File: src/design/mgis_pkg.sv
// ----------------------------------------------------------------------------
// mgis_pkg
// Shared types and constants for the MPEG-2 GOP index scanner.
// ----------------------------------------------------------------------------
package mgis_pkg;

  localparam int MAX_GOP_PICTURES = 32;
  localparam int IDX_W = $clog2(MAX_GOP_PICTURES);
  localparam int LEN_W = $clog2(MAX_GOP_PICTURES + 1);

  localparam int ACC_W = 24;
  localparam int MUL_W = 7;
  localparam int ADD_W = 6;

  localparam logic [7:0] SC_SEQUENCE = 8'hB3;
  localparam logic [7:0] SC_GOP      = 8'hB8;
  localparam logic [7:0] SC_PICTURE  = 8'h00;

  localparam logic [3:0] FRAME_RATE_25 = 4'd3;
  localparam logic [MUL_W-1:0] SIXTY   = 7'd60;
  localparam logic [MUL_W-1:0] FPS     = 7'd25;
  localparam logic [3:0] KEY_NONE      = 4'd10;
  localparam logic [2:0] TYPE_I        = 3'd1;

  localparam logic [2:0] ERR_FRAME_RATE = 3'd1;
  localparam logic [2:0] ERR_EMPTY_GOP  = 3'd2;

  localparam logic OP_START_CODE = 1'b0;
  localparam logic OP_END        = 1'b1;

  typedef enum logic [1:0] {
    REC_ENTRY   = 2'd0,
    REC_SYMBOL  = 2'd1,
    REC_SUMMARY = 2'd2,
    REC_ERROR   = 2'd3
  } rec_kind_t;

  // Input tdata, first field in the highest bits.
  typedef struct packed {
    logic [47:0] byte_position;
    logic [7:0]  header_b7;
    logic [7:0]  header_b6;
    logic [7:0]  header_b5;
    logic [7:0]  header_b4;
    logic [7:0]  start_code;
  } in_data_t;

  typedef struct packed {
    logic header_complete;
    logic operation;
  } in_user_t;

  // Output tdata, first field in the highest bits, padded to 176 bits.
  typedef struct packed {
    logic [3:0]  pad;
    logic [23:0] picture_size;
    logic        discontinuity;
    logic [2:0]  symbol;
    logic        closed_gop;
    logic [22:0] timecode;
    logic [3:0]  aspect_code;
    logic [3:0]  key_digit;
    logic [31:0] picture_number;
    logic [31:0] gop_number;
    logic [47:0] position;
  } out_data_t;

  // Request to the shared multiply-add unit.
  typedef struct packed {
    logic             en;
    logic [ACC_W-1:0] a;
    logic [MUL_W-1:0] mult;
    logic [ADD_W-1:0] addend;
  } mac_req_t;

  typedef enum logic [5:0] {
    S_IDLE   = 6'b000001,
    S_DECODE = 6'b000010,
    S_CALC   = 6'b000100,
    S_RUN    = 6'b001000,
    S_GOPFIN = 6'b010000,
    S_EMIT   = 6'b100000
  } state_t;

endpackage

File: src/design/mgis_mac.sv
// ----------------------------------------------------------------------------
// mgis_mac
// Shared multiply-add unit with a registered accumulator: acc = a * mult + addend.
// ----------------------------------------------------------------------------
module mgis_mac import mgis_pkg::*; (
  input  logic             clk,
  input  mac_req_t         req,
  output logic [ACC_W-1:0] acc
);

  logic [ACC_W-1:0] acc_r;
  logic [ACC_W-1:0] acc_nxt;
  logic [ACC_W+MUL_W-1:0] prod;

  always_comb begin
    prod    = req.a * req.mult;
    acc_nxt = prod[ACC_W-1:0] + ACC_W'(req.addend);
  end

  always_ff @(posedge clk) begin
    if (req.en) begin
      acc_r <= acc_nxt;
    end
  end

  assign acc = acc_r;

endmodule

File: src/design/mpeg2_gop_index_scanner.sv
// ----------------------------------------------------------------------------
// mpeg2_gop_index_scanner
// Builds a GOP index from MPEG-2 start-code events.
// ----------------------------------------------------------------------------
// Each input request carries one start-code event (code byte, four header
// bytes, byte offset) or an end-of-stream marker in in_tuser. Results leave
// on the out_ channel; out_tuser gives the record kind and out_tlast marks
// the final record caused by one request.
// A request is taken only while the sequencer is idle. Sequence and picture
// headers are decoded and pass through the emit state when they emit an
// entry or an error record. A GOP header walks the type symbols of the GOP
// it closes (at most 32) once the timecode frame count is built in three
// passes through the single multiply-add unit; when it raises the empty-GOP
// error it goes straight to the emit state. End of stream walks the stored
// symbols (at most 32) and then emits the summary.
// Results go through a single output register: when the receiver stalls,
// the sequencer waits on that register, and a request without results can
// still be taken while the last record is held.
// After an error record or the summary, requests are taken and ignored until
// reset. Reset is synchronous and clears all counters and the type store at
// once; no clearing pass is needed.
// ----------------------------------------------------------------------------
module mpeg2_gop_index_scanner import mgis_pkg::*; (
  input  logic         clk,
  input  logic         rst_n,
  input  logic         in_tvalid,
  output logic         in_tready,
  input  logic [87:0]  in_tdata,   // start_code, header_b4..b7, byte_position
  input  logic [1:0]   in_tuser,   // operation, header_complete
  output logic         out_tvalid,
  input  logic         out_tready,
  output logic [175:0] out_tdata,  // position, gop_number, picture_number,
                                   // key_digit, aspect_code, timecode,
                                   // closed_gop, symbol, discontinuity,
                                   // picture_size, zero pad
  output logic [1:0]   out_tuser,  // record_kind
  output logic         out_tlast
);

  state_t      state_r, state_nxt;
  in_data_t    in_data_r;
  in_user_t    in_user_r;

  logic [31:0] picture_count_r, picture_count_nxt;
  logic [31:0] gop_count_r, gop_count_nxt;
  logic [31:0] gop_first_r, gop_first_nxt;
  logic [47:0] seq_pos_r, seq_pos_nxt;
  logic [3:0]  aspect_r, aspect_nxt;
  logic [11:0] max_w_r, max_w_nxt;
  logic [11:0] max_h_r, max_h_nxt;
  logic [23:0] gop_tc_r, gop_tc_nxt;
  logic        entry_pending_r, entry_pending_nxt;
  logic [31:0] count_adjust_r, count_adjust_nxt;
  logic        halted_r, halted_nxt;
  logic        gop_disc_r, gop_disc_nxt;
  logic [2:0]  type_store_r [MAX_GOP_PICTURES];

  logic [31:0] run_cnt_r, run_cnt_nxt;
  logic [LEN_W-1:0] run_len_r, run_len_nxt;
  logic [LEN_W-1:0] run_idx_r, run_idx_nxt;
  logic        run_to_sum_r, run_to_sum_nxt;
  rec_kind_t   emit_kind_r, emit_kind_nxt;
  logic [2:0]  err_code_r, err_code_nxt;
  logic [1:0]  step_r, step_nxt;

  logic        out_valid_r, out_valid_nxt;
  out_data_t   out_data_r, out_data_nxt;
  rec_kind_t   out_kind_r, out_kind_nxt;
  logic        out_last_r, out_last_nxt;

  mac_req_t         mac_req;
  logic [ACC_W-1:0] mac_acc;

  logic        type_wr;
  logic        type_clr;
  logic [9:0]  tref;
  logic [2:0]  ftype;
  logic [11:0] seq_w;
  logic [11:0] seq_h;
  logic [31:0] run_count;
  logic [LEN_W-1:0] run_lim;
  logic [31:0] tc_frames;
  logic [31:0] expected;
  logic        out_free;
  logic        in_fire;
  logic        run_end;

  assign in_fire  = in_tvalid && in_tready;
  assign out_free = !out_valid_r || out_tready;

  assign tref  = {in_data_r.header_b4, in_data_r.header_b5[7:6]};
  assign ftype = in_data_r.header_b5[5:3];
  assign seq_w = {in_data_r.header_b4, in_data_r.header_b5[7:4]};
  assign seq_h = {in_data_r.header_b5[3:0], in_data_r.header_b6};

  assign run_count = picture_count_r - gop_first_r;
  assign run_lim   = (run_count > 32'(MAX_GOP_PICTURES)) ?
                     LEN_W'(MAX_GOP_PICTURES) : run_count[LEN_W-1:0];
  assign run_end   = (run_idx_r == run_len_r - LEN_W'(1));

  assign tc_frames = 32'(mac_acc);
  assign expected  = picture_count_r - count_adjust_r;

  mgis_mac u_mac (
    .clk (clk),
    .req (mac_req),
    .acc (mac_acc)
  );

  always_comb begin
    state_nxt         = state_r;
    picture_count_nxt = picture_count_r;
    gop_count_nxt     = gop_count_r;
    gop_first_nxt     = gop_first_r;
    seq_pos_nxt       = seq_pos_r;
    aspect_nxt        = aspect_r;
    max_w_nxt         = max_w_r;
    max_h_nxt         = max_h_r;
    gop_tc_nxt        = gop_tc_r;
    entry_pending_nxt = entry_pending_r;
    count_adjust_nxt  = count_adjust_r;
    halted_nxt        = halted_r;
    gop_disc_nxt      = gop_disc_r;
    run_cnt_nxt       = run_cnt_r;
    run_len_nxt       = run_len_r;
    run_idx_nxt       = run_idx_r;
    run_to_sum_nxt    = run_to_sum_r;
    emit_kind_nxt     = emit_kind_r;
    err_code_nxt      = err_code_r;
    step_nxt          = step_r;
    out_valid_nxt     = out_valid_r && !out_tready;
    out_data_nxt      = out_data_r;
    out_kind_nxt      = out_kind_r;
    out_last_nxt      = out_last_r;
    type_wr           = 1'b0;
    type_clr          = 1'b0;
    mac_req           = '0;

    unique case (state_r)
      S_IDLE: begin
        if (in_fire) begin
          state_nxt = S_DECODE;
        end
      end

      S_DECODE: begin
        state_nxt   = S_IDLE;
        run_idx_nxt = '0;
        if (!halted_r) begin
          if (in_user_r.operation == OP_END) begin
            run_cnt_nxt    = run_count;
            run_len_nxt    = run_lim;
            run_to_sum_nxt = 1'b1;
            emit_kind_nxt  = REC_SUMMARY;
            state_nxt      = (run_lim != '0) ? S_RUN : S_EMIT;
          end else begin
            unique case (in_data_r.start_code)
              SC_SEQUENCE: begin
                seq_pos_nxt = in_data_r.byte_position;
                if (in_user_r.header_complete) begin
                  if (in_data_r.header_b7[3:0] != FRAME_RATE_25) begin
                    emit_kind_nxt = REC_ERROR;
                    err_code_nxt  = ERR_FRAME_RATE;
                    state_nxt     = S_EMIT;
                  end else begin
                    aspect_nxt = in_data_r.header_b7[7:4];
                    if (seq_w > max_w_r) begin
                      max_w_nxt = seq_w;
                    end
                    if (seq_h > max_h_r) begin
                      max_h_nxt = seq_h;
                    end
                  end
                end
              end
              SC_GOP: begin
                if (entry_pending_r) begin
                  emit_kind_nxt = REC_ERROR;
                  err_code_nxt  = ERR_EMPTY_GOP;
                  state_nxt     = S_EMIT;
                end else if (in_user_r.header_complete) begin
                  // closed flag, hour, minute, second, frame
                  gop_tc_nxt = {in_data_r.header_b7[6],
                                in_data_r.header_b4[6:2],
                                in_data_r.header_b4[1:0], in_data_r.header_b5[7:4],
                                in_data_r.header_b5[2:0], in_data_r.header_b6[7:5],
                                in_data_r.header_b6[4:0], in_data_r.header_b7[7]};
                  run_cnt_nxt    = run_count;
                  run_len_nxt    = (picture_count_r != '0) ? run_lim : '0;
                  run_to_sum_nxt = 1'b0;
                  step_nxt       = '0;
                  state_nxt      = S_CALC;
                end
              end
              SC_PICTURE: begin
                if (in_user_r.header_complete) begin
                  type_wr = (tref < 10'(MAX_GOP_PICTURES));
                  if (entry_pending_r) begin
                    emit_kind_nxt = REC_ENTRY;
                    state_nxt     = S_EMIT;
                  end else begin
                    picture_count_nxt = picture_count_r + 32'd1;
                  end
                end else begin
                  picture_count_nxt = picture_count_r + 32'd1;
                end
              end
              default: begin
                state_nxt = S_IDLE;
              end
            endcase
          end
        end
      end

      // Timecode to a 25 fps frame count in three multiply-add passes.
      S_CALC: begin
        mac_req.en = 1'b1;
        unique case (step_r)
          2'd0: begin
            mac_req.a      = ACC_W'(gop_tc_r[22:18]);
            mac_req.mult   = SIXTY;
            mac_req.addend = gop_tc_r[17:12];
          end
          2'd1: begin
            mac_req.a      = mac_acc;
            mac_req.mult   = SIXTY;
            mac_req.addend = gop_tc_r[11:6];
          end
          default: begin
            mac_req.a      = mac_acc;
            mac_req.mult   = FPS;
            mac_req.addend = gop_tc_r[5:0];
          end
        endcase
        step_nxt = step_r + 2'd1;
        if (step_r == 2'd2) begin
          state_nxt = (run_len_r != '0) ? S_RUN : S_GOPFIN;
        end
      end

      S_RUN: begin
        if (out_free) begin
          out_valid_nxt               = 1'b1;
          out_kind_nxt                = REC_SYMBOL;
          out_data_nxt                = '0;
          out_data_nxt.gop_number     = gop_count_r;
          out_data_nxt.picture_number = run_cnt_r;
          out_data_nxt.symbol         = type_store_r[run_idx_r[IDX_W-1:0]];
          out_last_nxt                = run_end && !run_to_sum_r;
          run_idx_nxt                 = run_idx_r + LEN_W'(1);
          if (run_end) begin
            state_nxt = run_to_sum_r ? S_EMIT : S_GOPFIN;
          end
        end
      end

      S_GOPFIN: begin
        gop_disc_nxt = (tc_frames != expected);
        if (tc_frames != expected) begin
          count_adjust_nxt = picture_count_r - tc_frames;
        end
        type_clr          = (picture_count_r != '0);
        entry_pending_nxt = 1'b1;
        gop_count_nxt     = gop_count_r + 32'd1;
        state_nxt         = S_IDLE;
      end

      S_EMIT: begin
        if (out_free) begin
          out_valid_nxt = 1'b1;
          out_kind_nxt  = emit_kind_r;
          out_last_nxt  = 1'b1;
          out_data_nxt  = '0;
          state_nxt     = S_IDLE;
          unique case (emit_kind_r)
            REC_ENTRY: begin
              out_data_nxt.position       = seq_pos_r;
              out_data_nxt.gop_number     = gop_count_r;
              out_data_nxt.picture_number = picture_count_r;
              out_data_nxt.key_digit      = (ftype == TYPE_I && tref < 10'd10) ?
                                            tref[3:0] : KEY_NONE;
              out_data_nxt.aspect_code    = aspect_r;
              out_data_nxt.timecode       = gop_tc_r[22:0];
              out_data_nxt.closed_gop     = gop_tc_r[23];
              out_data_nxt.discontinuity  = gop_disc_r;
              gop_first_nxt     = picture_count_r;
              entry_pending_nxt = 1'b0;
              picture_count_nxt = picture_count_r + 32'd1;
            end
            REC_SUMMARY: begin
              out_data_nxt.position       = in_data_r.byte_position;
              out_data_nxt.gop_number     = gop_count_r + 32'd1;
              out_data_nxt.picture_number = picture_count_r;
              out_data_nxt.aspect_code    = aspect_r;
              out_data_nxt.picture_size   = {max_w_r, max_h_r};
              halted_nxt = 1'b1;
            end
            REC_ERROR: begin
              out_data_nxt.position = in_data_r.byte_position;
              out_data_nxt.symbol   = err_code_r;
              halted_nxt = 1'b1;
            end
            default: begin
              halted_nxt = halted_r;
            end
          endcase
        end
      end

      default: begin
        state_nxt = S_IDLE;
      end
    endcase
  end

  always_ff @(posedge clk) begin
    if (!rst_n) begin
      state_r         <= S_IDLE;
      picture_count_r <= '0;
      gop_count_r     <= '1;
      gop_first_r     <= '0;
      seq_pos_r       <= '0;
      aspect_r        <= '0;
      max_w_r         <= '0;
      max_h_r         <= '0;
      gop_tc_r        <= '0;
      entry_pending_r <= 1'b0;
      count_adjust_r  <= '0;
      halted_r        <= 1'b0;
      gop_disc_r      <= 1'b0;
      run_cnt_r       <= '0;
      run_len_r       <= '0;
      run_idx_r       <= '0;
      run_to_sum_r    <= 1'b0;
      emit_kind_r     <= REC_ENTRY;
      err_code_r      <= '0;
      step_r          <= '0;
      out_valid_r     <= 1'b0;
      out_kind_r      <= REC_ENTRY;
      out_last_r      <= 1'b0;
    end else begin
      state_r         <= state_nxt;
      picture_count_r <= picture_count_nxt;
      gop_count_r     <= gop_count_nxt;
      gop_first_r     <= gop_first_nxt;
      seq_pos_r       <= seq_pos_nxt;
      aspect_r        <= aspect_nxt;
      max_w_r         <= max_w_nxt;
      max_h_r         <= max_h_nxt;
      gop_tc_r        <= gop_tc_nxt;
      entry_pending_r <= entry_pending_nxt;
      count_adjust_r  <= count_adjust_nxt;
      halted_r        <= halted_nxt;
      gop_disc_r      <= gop_disc_nxt;
      run_cnt_r       <= run_cnt_nxt;
      run_len_r       <= run_len_nxt;
      run_idx_r       <= run_idx_nxt;
      run_to_sum_r    <= run_to_sum_nxt;
      emit_kind_r     <= emit_kind_nxt;
      err_code_r      <= err_code_nxt;
      step_r          <= step_nxt;
      out_valid_r     <= out_valid_nxt;
      out_kind_r      <= out_kind_nxt;
      out_last_r      <= out_last_nxt;
    end
  end

  always_ff @(posedge clk) begin
    out_data_r <= out_data_nxt;
    if (in_fire) begin
      in_data_r <= in_data_t'(in_tdata);
      in_user_r <= in_user_t'(in_tuser);
    end
  end

  // The type store has a defined reset value and is wiped when a GOP closes.
  always_ff @(posedge clk) begin
    if (!rst_n || type_clr) begin
      for (int i = 0; i < MAX_GOP_PICTURES; i++) begin
        type_store_r[i] <= '0;
      end
    end else if (type_wr) begin
      type_store_r[tref[IDX_W-1:0]] <= ftype;
    end
  end

  assign in_tready  = (state_r == S_IDLE);
  assign out_tvalid = out_valid_r;
  assign out_tdata  = out_data_r;
  assign out_tuser  = out_kind_r;
  assign out_tlast  = out_last_r;

endmodule

File: config.mk
export PLATFORM = sky130hd
export DESIGN_NAME = mpeg2_gop_index_scanner
export DESIGN_NICKNAME = d
export VERILOG_FILES = /design/src/design/mgis_pkg.sv /design/src/design/mgis_mac.sv /design/src/design/mpeg2_gop_index_scanner.sv
export SDC_FILE = /design/constraint.sdc
export NUM_CORES = 2
export LEC_CHECK = 0
export ABC_AREA = 1
export BUFFER_PORTS_ARGS = -buffer_cell sky130_fd_sc_hd__buf_4
export CAP_MARGIN = 5
export CORE_MARGIN = 4
export CORE_UTILIZATION = 35
export DETAILED_ROUTE_END_ITERATION = 7
export PLACE_DENSITY = 0.55
export SLEW_MARGIN = 20
export SYNTH_ARGS = -nofsm -noshare
export SYNTH_HDL_FRONTEND = slang
export SYNTH_SLANG_ARGS = --single-unit
File: constraint.sdc
create_clock -name clk -period 13.1 [get_ports clk]
set_input_delay 2.62 -clock clk [delete_from_list [all_inputs] [get_ports clk]]
set_output_delay 2.62 -clock clk [all_outputs]
set_load 0.005 [all_outputs]
==> impl_metrics.csv <==
group,metric,value,unit
cells_and_area,utilization,41.0,%
run_status,status,"finished clean",
worst_setup_path,worstReg2RegEnd,"u_mac.acc[21]$_DFFE_PN_",
grt,grt_pass1_wl,174000,microns
die,die_y,337,microns
worst_setup_path,worstPathArrival,6610,ps
cells_and_area,fin_nets,5108,
place,numPortBuffers,270,
drt,drt_iter0_drc,2307,
worst_setup_path,startpoint_type,"register",
clock_tree,cts_resized,0,
grt,first_global_vias,29754,
place,place_ws,6850,ps
clock_tree,cts_made_buffers,78,
hold_path,hold_class,"reg -> reg",
cells_and_area,mostFrequentLayoutCells,"nand2_1, inv_1, nor2_1",
power,leakage,19.1,nW
clock_tree,clock_latency,650,ps
logic_synthesis,synthSimpleGateAreaFrac,19.4,%
cells_and_area,final_cells,6219,
worst_setup_path,cp-end-kind,"register",
die,rows,120,
logic_synthesis,synth_compound_area_share,13.2,%
die,start_util,35.3,%
sta,drv_slew,0,
hold_path,hp-start,"count_adjust_r[4]$_SDFFE_PN0P_",
clock_tree,clockBufferDepth,3,
logic_synthesis,yosysTopAreaCellShare,30.3,%
sta,finalHoldViolCount,0,
cells_and_area,nFillCells,10771,
clock_tree,cts.clk_slew.worst_paths,60,ps
cells_and_area,final_common_cell,"nand2_1",
cells_and_area,drive_above_1_share,10.2,%
sta,worst_slack,6850,ps
hold_path,min_path_cells,2,
logic_synthesis,yosysSeqAreaShare,46.0,%
die,die-area,113000,sq um
worst_setup_path,crit_type,"reg -> reg",
worst_setup_path,critPathMaxStageDelay,590,ps
grt,grt_start_max_net_pins,116,
drt,ant_nets,0,
power,fin_total_pwr,4.75,mW
power,power.density,108,nW/um^2
place,dp_hpwl,84600,microns
logic_synthesis,syn_inst,4519,
sta,fmax,160,MHz
sta,rsz0062_at_grt,"no",
place,placed_cells,6071,
sta,slew-limit-headroom,29.5,%
cells_and_area,syn_to_final_growth,16.3,%
place,dpl_cell_area,41300,sq um
sta,skew,41.5,ps
drt,remaining_drc_errors,0,
worst_setup_path,rr_worst_depth,23,
grt,antenna_found_initial,5,
logic_synthesis,synthXorXnorAreaFrac,3.11,%
sta,tns,0,ps
clock_tree,post_cts_buffers,0,
flow_run,cap_violations,0,
sta,hold_slack,472,ps
die,core_area,107000,sq um
cells_and_area,fin_area,44000,sq um
logic_synthesis,synth_top_family_by_area,"simple AND/OR/NAND/NOR gates",
place,gp_congestion,0.916,
drt,wire_per_inst,18.2,microns
grt,overflow,0,
sta,fin_crit_sh,47.7,%
worst_setup_path,cp_cell_sequence,"nor2_2, nand4_1, buf_4, inv_1, buf_4, nand2_1, nor2_1, fa_1, ha_1, inv_1, fa_1, inv_1, ha_1, a21oi_1, nand2_1, a21boi_1, o21ai_0, a31oi_1, o21ai_1, a21boi_0, o21ai_1, a21oi_1, xor2_1",
hold_path,holdPathEnd,"count_adjust_r[4]$_SDFFE_PN0P_",
sta,min_period,6250,ps
sta,setup_viol,0,
clock_tree,cts_sinks,679,
worst_setup_path,crit_top_cell,"inv_1",
logic_synthesis,ys.warnings.count,0,
worst_setup_path,rr_startpoint,"state_r[4]$_SDFFE_PN0P_",
clock_tree,cts_tree,"built",
drt,first_pass_iters,5,
logic_synthesis,ys_ff_latch,679,
logic_synthesis,synth_area_leaders,"edfxtp_1, dfxtp_1, nand2_1",
clock_tree,hold_buffers,0,
die,die_x,337,microns
drt,routed_wl,113000,microns
drt,vias_per_cell,5.01,
sta,tightestPinTransition,1050,ps
logic_synthesis,syn-cell-area,37800,sq um
power,peakVddDrop,90.6,uV
die,ios,275,
clock_tree,h-tree-depth,3,
logic_synthesis,synth_edf_count,382,
logic_synthesis,ys_async_sr_fraction,0,%
logic_synthesis,synth_fa_ha_area_share,10.0,%
grt,grt.total_usage,19.6,%
logic_synthesis,yosysTopAreaCell,"edfxtp_1",
worst_setup_path,slowest_stage,"nand2_1",
worst_setup_path,cp_max_fo,46,
worst_setup_path,critPathRequiredTime,13460,ps
logic_synthesis,syn_avg_cell_area,8.37,sq um
worst_setup_path,r2r_slack,6850,ps
logic_synthesis,ys.flop_type,"edfxtp_1",
logic_synthesis,synthMuxAreaShare,0,%
clock_tree,cts-root-buf,"clkbuf_16",
drt,routed-via-count,31136,
logic_synthesis,synthDistinctLibCells,72,
[cells in the mapped netlist, types with 14 or more instances]
cell,instances
o221ai_1,19
a21oi_1,314
fa_1,61
a211oi_1,14
nand2_1,772
o22ai_1,36
nor3_1,101
nor4_1,17
o211ai_1,33
clkbuf_1,134
inv_1,650
nand3_1,170
nand4_1,41
ha_1,205
xnor2_1,36
xor2_1,88
o21ai_0,377
edfxtp_1,382
a22o_1,14
o21bai_1,14
dfxtp_1,297
nor2_1,561
[worst max-delay path by stage]
stage	from	to	depth (start not counted)
after global placement	step_r[1]$_SDFFE_PN0P_	u_mac.acc[23]$_DFFE_PN_	21
after detailed placement	state_r[4]$_SDFFE_PN0P_	u_mac.acc[21]$_DFFE_PN_	23
after floorplan	in_tvalid	ftype[0]$_DFFE_PP_	2
final	state_r[4]$_SDFFE_PN0P_	u_mac.acc[21]$_DFFE_PN_	23
after global routing	step_r[1]$_SDFFE_PN0P_	u_mac.acc[21]$_DFFE_PN_	21
after CTS	state_r[4]$_SDFFE_PN0P_	u_mac.acc[21]$_DFFE_PN_	23
[final cells by class]
cell class,instances,area (sq um),share of cell area [%]
Inverter,666,2510,5.70
Tap cell,1403,1760,3.99
Timing Repair Buffer,300,2260,5.13
Sequential cell,679,17400,39.6
Clock inverter,29,440,1.00
Antenna cell,3,7.51,0.0171
Clock buffer,116,2280,5.17
Multi-Input combinational cell,3023,17300,39.4
[where the power goes]
part | switching, mW | total, mW | internal (mW)
Sequential | 0.0176 | 2.30 | 2.28
Clock | 0.937 | 2.26 | 1.33
Combinational | 0.133 | 0.189 | 0.0565
[routing by layer]
layer	share of wire, %	vias up	wire length (microns)	global-route usage [%]
met3	5.5	149	6180	2.85
li1	-	15520	-	-
met2	45	818	51300	31.5
met5	0	-	0	0
met4	2.7	0	3040	5.88
met1	47	14649	52600	27.3
[registers in the layout, summed over array words and instances, names as in the netlist, 4 cells and up, named ones only]
name / count
gop_first_r: 32
max_h_r: 12
gop_count_r: 32
run_len_r: 6
state_r: 6
u_mac.acc: 24
picture_count_r: 32
count_adjust_r: 32
out_tdata: 172
type_store_r: 96
in_data_r: 85
aspect_r: 4
max_w_r: 12
gop_tc_r: 24
run_cnt_r: 32
seq_pos_r: 48
run_idx_r: 6
[critical path: cells and delay by family (launching register included)]
kind | cells | cell delay, ps
xor gates and xnor gates | 1 | 90
adders and majority gates | 4 | 1620
DFF | 1 | 350
and+or+nand+nor | 5 | 1330
AOI/OAI and AO/OA | 8 | 1710
buffers and inverters | 5 | 850
[logic make-up after synthesis]
kind of cell | count (synthesis)
other | 1
flip-flops | 679
XOR/XNOR | 128
AND/OR/NAND/NOR | 1733
AO/OA/AOI/OAI | 892
adder cells (fa/ha/maj) | 266
buffers and inverters | 820
Note: power is estimated with default switching activity, not from simulation.
